`src/rtl/krpt_pkg.sv`:
```
// ============================================================================
// krpt_pkg
// Shared types and codes for the key repeat press tracker.
// ============================================================================
package krpt_pkg;

  // Item mode codes.
  localparam logic [2:0] MODE_FRAME        = 3'd0;
  localparam logic [2:0] MODE_TAKE_PRESS   = 3'd1;
  localparam logic [2:0] MODE_TAKE_RELEASE = 3'd2;
  localparam logic [2:0] MODE_TAKE_REPEAT  = 3'd3;
  localparam logic [2:0] MODE_READ_PRESSES = 3'd4;

  // Configuration register indexes.
  localparam logic CFG_REPEAT_DELAY    = 1'b0;
  localparam logic CFG_REPEAT_INTERVAL = 1'b1;

  localparam int unsigned CFG_DATA_W = 24;
  localparam int unsigned CNT_W      = 16;
  localparam int unsigned TIME_W     = 32;
  localparam int unsigned ELAPSED_W  = 20;

  typedef struct packed {
    logic [2:0]           mode;
    logic                 level_now;
    logic                 suppress;
    logic [ELAPSED_W-1:0] elapsed_us;
  } in_item_t;

  typedef struct packed {
    logic             held;
    logic             taken;
    logic [CNT_W-1:0] press_count;
  } out_item_t;

endpackage

```
`src/rtl/krpt_if.sv`:
```
// ============================================================================
// krpt_if
// Valid/ready channels carrying input items and result items.
// ============================================================================
interface krpt_in_if;
  logic               valid;
  logic               ready;
  krpt_pkg::in_item_t item;

  modport source (output valid, output item, input ready);
  modport sink   (input valid, input item, output ready);
endinterface

interface krpt_out_if;
  logic                valid;
  logic                ready;
  krpt_pkg::out_item_t item;

  modport source (output valid, output item, input ready);
  modport sink   (input valid, input item, output ready);
endinterface

```
`src/rtl/key_repeat_press_tracker_unit.sv`:
```
// ============================================================================
// key_repeat_press_tracker_unit
// Typematic autorepeat tracker for one digital action.
// ============================================================================
// The unit takes one beat per clock while the result side is not stalled, and
// returns exactly one result beat for each. A
// beat first lands in an input register; the whole state update for it (edge
// counting, held timer, repeat mark and the event queries) is one pass of
// add and compare logic between that register and the result register, so
// the rate is set by that single pass and is one beat per cycle. The input
// side keeps accepting while a finished result waits, as long as the input
// register can move forward into the result register. Configuration writes
// are taken at any edge with cfg_we high, and are meant to be made while no
// beat is in flight.
module key_repeat_press_tracker_unit (
  input  logic                                clk,
  input  logic                                rst_n,
  krpt_in_if.sink                             in_bus,
  krpt_out_if.source                          out_bus,
  input  logic                                cfg_we,
  input  logic                                cfg_index,
  input  logic [krpt_pkg::CFG_DATA_W-1:0]     cfg_data
);

  localparam logic [krpt_pkg::CNT_W-1:0]  CNT_MAX  = '1;
  localparam logic [krpt_pkg::TIME_W-1:0] TIME_MAX = '1;

  // Configuration registers.
  logic [krpt_pkg::CFG_DATA_W-1:0] repeat_delay_r;
  logic [krpt_pkg::CFG_DATA_W-1:0] repeat_interval_r;

  // Tracker state.
  logic                        held_level_r,     held_level_nxt;
  logic [krpt_pkg::TIME_W-1:0] held_time_r,      held_time_nxt;
  logic [krpt_pkg::TIME_W-1:0] next_mark_r,      next_mark_nxt;
  logic [krpt_pkg::CNT_W-1:0]  press_events_r,   press_events_nxt;
  logic [krpt_pkg::CNT_W-1:0]  release_events_r, release_events_nxt;
  logic [krpt_pkg::CNT_W-1:0]  repeat_events_r,  repeat_events_nxt;

  // Input register and result register.
  logic                s1_valid_r;
  krpt_pkg::in_item_t  s1_item_r;
  logic                out_valid_r;
  krpt_pkg::out_item_t out_item_r;
  krpt_pkg::out_item_t result_nxt;

  logic advance;
  logic in_fire;

  // The input register moves on when the result register is free or drains.
  assign advance      = s1_valid_r && (!out_valid_r || out_bus.ready);
  assign in_bus.ready = !s1_valid_r || advance;
  assign in_fire      = in_bus.valid && in_bus.ready;

  assign out_bus.valid = out_valid_r;
  assign out_bus.item  = out_item_r;

  // Configuration port.
  always_ff @(posedge clk) begin
    if (!rst_n) begin
      repeat_delay_r    <= '0;
      repeat_interval_r <= '0;
    end else if (cfg_we) begin
      case (cfg_index)
        krpt_pkg::CFG_REPEAT_DELAY:    repeat_delay_r    <= cfg_data;
        krpt_pkg::CFG_REPEAT_INTERVAL: repeat_interval_r <= cfg_data;
        default: ;
      endcase
    end
  end

  // Single-pass update of the tracker state for the beat in the input register.
  logic [krpt_pkg::TIME_W:0]     time_sum;
  logic [krpt_pkg::TIME_W-1:0]   time_sat;
  logic [krpt_pkg::TIME_W-1:0]   delay_ext;
  logic [krpt_pkg::TIME_W-1:0]   step_ext;
  logic [krpt_pkg::TIME_W-1:0]   mark_floor;
  logic [krpt_pkg::TIME_W:0]     mark_sum;
  logic [krpt_pkg::TIME_W-1:0]   mark_sat;
  logic                          repeat_armed;
  logic                          repeat_due;

  always_comb begin
    delay_ext = {{(krpt_pkg::TIME_W - krpt_pkg::CFG_DATA_W){1'b0}}, repeat_delay_r};
    step_ext  = (repeat_interval_r != '0)
              ? {{(krpt_pkg::TIME_W - krpt_pkg::CFG_DATA_W){1'b0}}, repeat_interval_r}
              : delay_ext;

    // Held timer advances with saturation.
    time_sum = {1'b0, held_time_r}
             + {{(krpt_pkg::TIME_W + 1 - krpt_pkg::ELAPSED_W){1'b0}},
                s1_item_r.elapsed_us};
    time_sat = time_sum[krpt_pkg::TIME_W] ? TIME_MAX : time_sum[krpt_pkg::TIME_W-1:0];

    repeat_armed = (repeat_delay_r != '0) && (time_sat >= delay_ext);
    mark_floor   = (next_mark_r < delay_ext) ? delay_ext : next_mark_r;
    repeat_due   = repeat_armed && (time_sat >= mark_floor);
    mark_sum     = {1'b0, mark_floor} + {1'b0, step_ext};
    mark_sat     = mark_sum[krpt_pkg::TIME_W] ? TIME_MAX : mark_sum[krpt_pkg::TIME_W-1:0];

    held_level_nxt     = held_level_r;
    held_time_nxt      = held_time_r;
    next_mark_nxt      = next_mark_r;
    press_events_nxt   = press_events_r;
    release_events_nxt = release_events_r;
    repeat_events_nxt  = repeat_events_r;
    result_nxt.taken       = 1'b0;
    result_nxt.press_count = '0;

    case (s1_item_r.mode)
      krpt_pkg::MODE_FRAME: begin
        if (s1_item_r.suppress) begin
          // Forced release keeps the repeat mark and skips timing.
          if (held_level_r) begin
            held_level_nxt = 1'b0;
            held_time_nxt  = '0;
            if (release_events_r != CNT_MAX) begin
              release_events_nxt = release_events_r + 1'b1;
            end
          end
        end else begin
          if (s1_item_r.level_now && !held_level_r && press_events_r != CNT_MAX) begin
            press_events_nxt = press_events_r + 1'b1;
          end
          if (!s1_item_r.level_now && held_level_r && release_events_r != CNT_MAX) begin
            release_events_nxt = release_events_r + 1'b1;
          end
          held_level_nxt = s1_item_r.level_now;
          if (s1_item_r.level_now) begin
            held_time_nxt = time_sat;
            if (repeat_armed) begin
              next_mark_nxt = mark_floor;
            end
            if (repeat_due) begin
              next_mark_nxt = mark_sat;
              if (repeat_events_r != CNT_MAX) begin
                repeat_events_nxt = repeat_events_r + 1'b1;
              end
            end
          end else begin
            held_time_nxt = '0;
            next_mark_nxt = '0;
          end
        end
      end
      krpt_pkg::MODE_TAKE_PRESS: begin
        if (press_events_r != '0) begin
          press_events_nxt = press_events_r - 1'b1;
          result_nxt.taken = 1'b1;
        end
      end
      krpt_pkg::MODE_TAKE_RELEASE: begin
        if (release_events_r != '0) begin
          release_events_nxt = release_events_r - 1'b1;
          result_nxt.taken   = 1'b1;
        end
      end
      krpt_pkg::MODE_TAKE_REPEAT: begin
        if (repeat_events_r != '0) begin
          repeat_events_nxt = repeat_events_r - 1'b1;
          result_nxt.taken  = 1'b1;
        end
      end
      krpt_pkg::MODE_READ_PRESSES: begin
        result_nxt.press_count = press_events_r;
        press_events_nxt       = '0;
      end
      default: ;
    endcase

    result_nxt.held = held_level_nxt;
  end

  // Pipeline control and state registers.
  always_ff @(posedge clk) begin
    if (!rst_n) begin
      s1_valid_r       <= 1'b0;
      out_valid_r      <= 1'b0;
      held_level_r     <= 1'b0;
      held_time_r      <= '0;
      next_mark_r      <= '0;
      press_events_r   <= '0;
      release_events_r <= '0;
      repeat_events_r  <= '0;
    end else begin
      if (in_bus.ready) begin
        s1_valid_r <= in_bus.valid;
      end
      if (advance) begin
        out_valid_r      <= 1'b1;
        held_level_r     <= held_level_nxt;
        held_time_r      <= held_time_nxt;
        next_mark_r      <= next_mark_nxt;
        press_events_r   <= press_events_nxt;
        release_events_r <= release_events_nxt;
        repeat_events_r  <= repeat_events_nxt;
      end else if (out_bus.ready) begin
        out_valid_r <= 1'b0;
      end
    end
  end

  // Payload registers need no reset.
  always_ff @(posedge clk) begin
    if (in_fire) begin
      s1_item_r <= in_bus.item;
    end
    if (advance) begin
      out_item_r <= result_nxt;
    end
  end

  // A released action never carries a running hold timer.
  assert property (@(posedge clk) disable iff (!rst_n)
    !held_level_r |-> (held_time_r == '0))
    else $error("hold timer nonzero while released");

  // A result carries either a taken flag or a press count, never both.
  assert property (@(posedge clk) disable iff (!rst_n)
    out_valid_r |-> !(out_item_r.taken && (out_item_r.press_count != '0)))
    else $error("result has both taken and press count");

  // While the result side is stalled with a beat waiting, the state holds.
  assert property (@(posedge clk) disable iff (!rst_n)
    (s1_valid_r && out_valid_r && !out_bus.ready) |=>
      ($stable(press_events_r) && $stable(held_level_r) && $stable(repeat_events_r)))
    else $error("state changed while result stalled");

  // A repeat tick is only counted while the action is held.
  assert property (@(posedge clk) disable iff (!rst_n)
    (repeat_events_r == ($past(repeat_events_r) + 1'b1)) && $past(rst_n)
      && ($past(repeat_events_r) != CNT_MAX) |-> held_level_r)
    else $error("repeat tick counted while released");

endmodule

```
`src/flat_wrapper.sv`:
```
// flat-port wrapper written by rule: the top's interface ports become plain ports
module key_repeat_press_tracker_unit_flat 
  (clk, rst_n, cfg_we, cfg_index, cfg_data, in_bus_valid, in_bus_item, in_bus_ready, out_bus_valid, out_bus_item, out_bus_ready);
  krpt_in_if in_bus_i ();
  krpt_out_if out_bus_i ();
  input  logic clk;
  input  logic rst_n;
  input  logic cfg_we;
  input  logic cfg_index;
  input  logic [krpt_pkg::CFG_DATA_W-1:0] cfg_data;
  input wire logic [$bits(in_bus_i.valid)-1:0] in_bus_valid;
  input wire logic [$bits(in_bus_i.item)-1:0] in_bus_item;
  output wire logic [$bits(in_bus_i.ready)-1:0] in_bus_ready;
  output wire logic [$bits(out_bus_i.valid)-1:0] out_bus_valid;
  output wire logic [$bits(out_bus_i.item)-1:0] out_bus_item;
  input wire logic [$bits(out_bus_i.ready)-1:0] out_bus_ready;
  assign in_bus_i.valid = in_bus_valid;
  assign in_bus_i.item = in_bus_item;
  assign in_bus_ready = in_bus_i.ready;
  assign out_bus_valid = out_bus_i.valid;
  assign out_bus_item = out_bus_i.item;
  assign out_bus_i.ready = out_bus_ready;
  key_repeat_press_tracker_unit u_core (.clk(clk), .rst_n(rst_n), .in_bus(in_bus_i), .out_bus(out_bus_i), .cfg_we(cfg_we), .cfg_index(cfg_index), .cfg_data(cfg_data));
endmodule
```
`config.mk`:
```
export PLATFORM = sky130hd
export DESIGN_NAME = key_repeat_press_tracker_unit_flat
export DESIGN_NICKNAME = d
export VERILOG_FILES = /design/src/rtl/krpt_pkg.sv /design/src/rtl/krpt_if.sv /design/src/rtl/key_repeat_press_tracker_unit.sv /design/src/flat_wrapper.sv
export SDC_FILE = /design/constraint.sdc
export NUM_CORES = 1
export LEC_CHECK = 0
export CORE_ASPECT_RATIO = 1.25
export CORE_MARGIN = 1.5
export CORE_UTILIZATION = 65
export CTS_CLUSTER_DIAMETER = 50
export DETAILED_ROUTE_END_ITERATION = 10
export DONT_BUFFER_PORTS = 1
export PLACE_DENSITY = 0.81
export RECOVER_POWER = 100
export SYNTH_ARGS = -nofsm -noshare
export SYNTH_HDL_FRONTEND = slang
export SYNTH_SLANG_ARGS = --single-unit
```
`constraint.sdc`:
```
create_clock -name clk -period 18.96 [get_ports clk]
set_clock_uncertainty 0.1 [all_clocks]
set_input_delay 2.844 -clock clk [delete_from_list [all_inputs] [get_ports clk]]
set_output_delay 2.844 -clock clk [all_outputs]
set_load 0.02 [all_outputs]
```
; Yosys cells after proc, flatten, opt, wreduce, memory -nomap -nowiden
; Index checks and enable logic that the tools add are counted.
[word_totals]
regBits = 206
input_bits = 55
wordCells = 115
[classes]
add_sub_neg = 8
order_cmp = 3
n_eq_ne = 20
mux = 34
n_bitwise = 2
reduce_logical = 31
[ops]
columns = operator, count
row1 = 32-bit two-way mux, 9
row2 = 16-bit two-way mux, 13
row3 = 16-bit case mux with 2 select lines, 2
row4 = 16-bit by 1-bit adder with 16-bit output (second input constant), 3
row5 = 16-bit inequality test (second input constant), 3
row6 = 16-bit case mux with 3 select lines, 1
row7 = 16-bit nonzero test, 3
row8 = 24-bit nonzero test, 2
row9 = 16-bit by 1-bit subtractor with 16-bit output (second input constant), 3
row10 = 32-bit by 20-bit adder with 33-bit output, 1
row11 = 32-bit by 32-bit adder with 33-bit output, 1
row12 = 32-bit by 24-bit >= comparator with 1-bit output, 1
row13 = 32-bit >= comparator, 1
row14 = 32-bit by 24-bit < comparator with 1-bit output, 1
row15 = 24-bit two-way mux, 1
row16 = 2-bit by 1-bit inequality test with 1-bit output (second input constant), 8
row17 = 1-bit logical AND, 8
row18 = 1-bit two-way mux, 7
row19 = 7-bit AND reduction, 1
row20 = 3-bit by 2-bit == test with 1-bit output (second input constant), 2
row21 = 3-bit inequality test (second input constant), 2
row22 = 6-bit AND reduction, 1
row23 = 2-bit nonzero test, 3
row24 = 5-bit AND reduction, 1
row25 = 14 further kinds, 20

; Longest topological paths before layout
[logic_depth]
word_depth = 9
ltp_mapped = 25
ltp_nobuf = 22

; Least setup slack after synthesis
; No wires, ideal clock.
[synth_path]
path_type = input to output
start = input port out_bus_ready
end = output port in_bus_ready
t_arrival_ns = 3.214
required_time_ns = 16.016
slack_ns = 12.802
path_stages = 2
path_buffers = 0
path_cell_list = nor2b_1 nand2_1
[synth_via]
elab_chain_len = 3
[synth_rtl]
columns = item, line
row1 = from (decl), flat_wrapper.sv:16  ; input wire logic [$bits(out_bus_i.ready)-1:0] out_bus_ready;
row2 = 1-bit logical OR, key_repeat_press_tracker_unit.sv:51  ; assign advance = s1_valid_r && (!out_valid_r || out_bus.ready);
row3 = 1-bit logical AND, key_repeat_press_tracker_unit.sv:51
row4 = 1-bit logical OR, key_repeat_press_tracker_unit.sv:52  ; assign in_bus.ready = !s1_valid_r || advance;
row5 = to (decl), flat_wrapper.sv:13  ; output wire logic [$bits(in_bus_i.ready)-1:0] in_bus_ready;
; No other way between the ends.

; Worst setup path after layout
[layout_path]
start = register u_core.s1_item_r[0] (netlist name)
end = register u_core.repeat_events_r[2] (netlist name)
[layout_via]
elab_chain_len = 7
[layout_rtl]
columns = item, line
row1 = from (decl), key_repeat_press_tracker_unit.sv:42  ; krpt_pkg::in_item_t s1_item_r;
row2 = from (signal assigned), key_repeat_press_tracker_unit.sv:206  ; s1_item_r <= in_bus.item;
row3 = 32-bit by 20-bit adder with 33-bit output (*), key_repeat_press_tracker_unit.sv:91  ; + {{(krpt_pkg::TIME_W + 1 - krpt_pkg::ELAPSED_W){1'b0}},
row4 = 32-bit two-way mux (*), key_repeat_press_tracker_unit.sv:93  ; time_sat = time_sum[krpt_pkg::TIME_W] ? TIME_MAX : time_sum[krpt_pkg::TIME_W-1:0];
row5 = 32-bit by 24-bit >= comparator with 1-bit output, key_repeat_press_tracker_unit.sv:95  ; repeat_armed = (repeat_delay_r != '0) && (time_sat >= delay_ext);
row6 = 1-bit logical AND, key_repeat_press_tracker_unit.sv:95
row7 = 1-bit logical AND (*), key_repeat_press_tracker_unit.sv:97  ; repeat_due = repeat_armed && (time_sat >= mark_floor);
row8 = 2-bit by 1-bit inequality test with 1-bit output (no source line) (*), n/a
row9 = 7-bit AND reduction (no source line) (*), n/a
row10 = to (signal assigned), key_repeat_press_tracker_unit.sv:196  ; repeat_events_r <= repeat_events_nxt;
row11 = to (decl), key_repeat_press_tracker_unit.sv:38  ; logic [krpt_pkg::CNT_W-1:0] repeat_events_r, repeat_events_nxt;
; Every way passes the cells marked *; elsewhere a longest branch is shown, timed or not.
; A chain may end at the register's enable or synchronous reset.

==> run metrics <==
CTS sink count=206; vias per cell=~6.6; critical path endpoint category=register; kind of critical path=reg2reg; multi-input gate area in the final layout=9620 sq um; count leader, synth=nand2_1; final setup vio count=0; clk_lat worst skew=around 550 ps; Detailed Route Iter0 Violations=863; n_diodes=0; Synth Area in XOR/XNOR=4.07%; post-synthesis adder-cell area fraction=between 10 and 15%; area delta synth->final=6.40%; Placed Instance Area=15000 sq um; Seq cells post-synth=just over 200; register area share after synthesis=30.7%; worst hold path type=reg2reg; post-synthesis simple-gate area fraction=19.1%; root buf cell=clkbuf_16; Worst VDD drop=approximately 0.094 mV; r2r setup slk=slightly above 10000 ps; Ports=75; Worst Setup Start Kind=register; Rel. slew slack=-124%; CP Max Fanout=25; Hold Path Depth=2; largest net degree at the start of global routing=77; Unique masters post-synth=79; CP Data Arrival Time=8930 ps; period utilization=46.3%; Worst-path clk slew=60 ps; syn_nets=2016; Post-synth EDFFs=43; first drt pass iteration count=6; proportion of layout cells with a drive suffix above 1=around 5.7%; final wirelength=39.2 mm; Post-Syn Instances=1791; Synth Cell Area=14800 sq um; ys flop type=dfxtp_1; Area contributors post-synth=dfxtp_1 (22%), ha_1 (14%), edfxtp_1 (8.7%); post-CTS sizing=0; DP Wirelength=28.7 mm; worst r2r src=u_core.s1_item_r[0]; DIE WIDTH=138 um; Synth async-reset ratio=0%; Synth top area share=22.0%; Cell Count, Final, Fillers Out=2056; initial antenna violation count=0; post-route cell area=15800 sq um; Filler cells=1826; PwrDens=70.0 nW/um^2; global route overflow=0; Initial Util=66.5%; CP required=19120 ps; Final Hold Violating Endpoints=0; maxcap violations=6; Residual DRC=0; first-pass GRT wire length=63.5 mm; Reg area=4550 sq um; synth warn=0; setup TNS=0 ps; CTS tree=done; largest family of logic cells by synthesized area=compound AO/OA/AOI/OAI gates; full die area=23700 sq um; Antenna Nets Post-Route=0; Core Util, Final=about 71%; site row count=61; htree depth=1; mux share of post-synthesis cell area=2.41%; routed vias=13635; routed len/inst=19.0 um; Layout Nets=between 1500 and 2000; Syn Area/Cell=8.28 sq um; CTS Hold Buffers Added=0; vias in the first global route=13443; depth of the worst register-to-register path=20; dpl cells=2010; Synth area leader=dfxtp_1; Total Power=1.10 mW; max-slew violations=214; Synth Area in Compound Gates=between 20% and 30%; RSZ-0062 raised after global routing=no; Post-CTS Setup Bufs=0; Min Hold Slack=364 ps; Final GP Congestion=0.941; failing checks=capacitance limit, slew limit; Num CTS Buffers=25; die height=172 um; core area=22300 sq um; worst slew pin tran=3360 ps; I/O Buffers=0; post-route minimum period=8780 ps; final worst slack=10180 ps; gr usage total=approximately 32%; worst hold endpoint=u_core.held_time_r[0]; top cells by count, synth=nand2_1 (205), a21oi_1 (170), ha_1 (165); Max Fclk=114 MHz; Leak=slightly below 7 nW; Place WS=11670 ps; terminus of the critical flop-to-flop path=u_core.repeat_events_r[2]; Longest Clk Path Bufs=3; Hold Crit Start=u_core.held_time_r[0]; status=finished with violations
## final cells by class
cell class / count / area share, %
clock inverter: 19 / 1.40
multi-input combinational: 1423 / 61.0
tap: 283 / 2.24
sequential: 206 / 28.9
timing repair buffer: 12 / 0.428
clock buffer: 27 / 4.01
inverter: 86 / 2.05
## power breakdown
part / leakage, nW / internal (mW) / switching, mW
sequential: 1.74 / 0.458 / 0.0117
clock: 0.409 / 0.288 / 0.203
combinational: 4.59 / 0.0521 / 0.0906
## state kept, by name, summed over array words and instances (netlist names)
| signal | flops |
|---|---|
| u_core.press_events_r | 16 |
| u_core.held_time_r | 32 |
| u_core.next_mark_r | 32 |
| u_core.s1_item_r | 25 |
| u_core.out_bus.valid | 1 |
| u_core.held_level_r | 1 |
| u_core.repeat_events_r | 16 |
| u_core.out_bus.item | 18 |
| u_core.s1_valid_r | 1 |
| u_core.repeat_interval_r | 24 |
| u_core.release_events_r | 16 |
| u_core.repeat_delay_r | 24 |
## layout by cell type, fill, tap and decap left out, types with 32 or more instances in the layout
master      n
nand4_1    34
nand3_1    46
nor2_1    123
inv_1      84
edfxtp_1   43
nand2_1   205
a22oi_1    34
ha_1      165
xnor2_1    49
nor3_1     52
a21o_1     62
o21ai_0    76
a21oi_1   169
and3_1     32
dfxtp_1   163
## cell families after synthesis
group / count (synthesis)
multiplexers: 33
AND/OR/NAND/NOR: 599
XOR/XNOR: 69
flip-flops: 206
AO/OA/AOI/OAI: 552
buffers and inverters: 162
adder cells (fa/ha/maj): 170
## worst max-delay path by stage
| stage | startpoint | slack [ps] | cells after the start | end |
|---|---|---|---|---|
| 2_1_floorplan | out_bus_ready | 12800 | 2 | in_bus_ready |
| 3_3_place_gp | u_core.s1_item_r[0] | 12050 | 20 | u_core.repeat_events_r[4] |
| 3_5_place_dp | u_core.s1_item_r[0] | 11670 | 20 | u_core.repeat_events_r[4] |
| 4_1_cts | u_core.s1_item_r[0] | 11650 | 20 | u_core.repeat_events_r[4] |
| 5_1_grt | u_core.s1_item_r[0] | 9240 | 20 | u_core.repeat_events_r[2] |
| 6_report | u_core.s1_item_r[0] | 10180 | 20 | u_core.repeat_events_r[2] |
## metal layers
metal	wire length, um	part of all wire [%]	up-vias	track usage [%]
li1	-	-	6539	-
met3	1840	4.7	174	3.90
met4	2360	6.0	0	19.6
met2	19900	51	478	59.6
met5	0	0	-	0
met1	15100	39	6444	34.9
## critical path, stage by stage (launching register included)
cell,delay [ps]
edfxtp_1,360
ha_1,240
fa_1,410
a21o_1,190
a221oi_1,590
a2111oi_0,300
o21ai_0,670
nor2_1,110
o21ai_0,1460
nand2_1,310
ha_1,430
nand2_1,70
nor2_1,90
o21ai_0,90
nor2_1,90
o21ai_0,150
a2111oi_0,750
or3_1,790
o211ai_1,820
nand3_1,350
a21oi_1,100
Note: power is estimated with default switching activity, not from simulation.
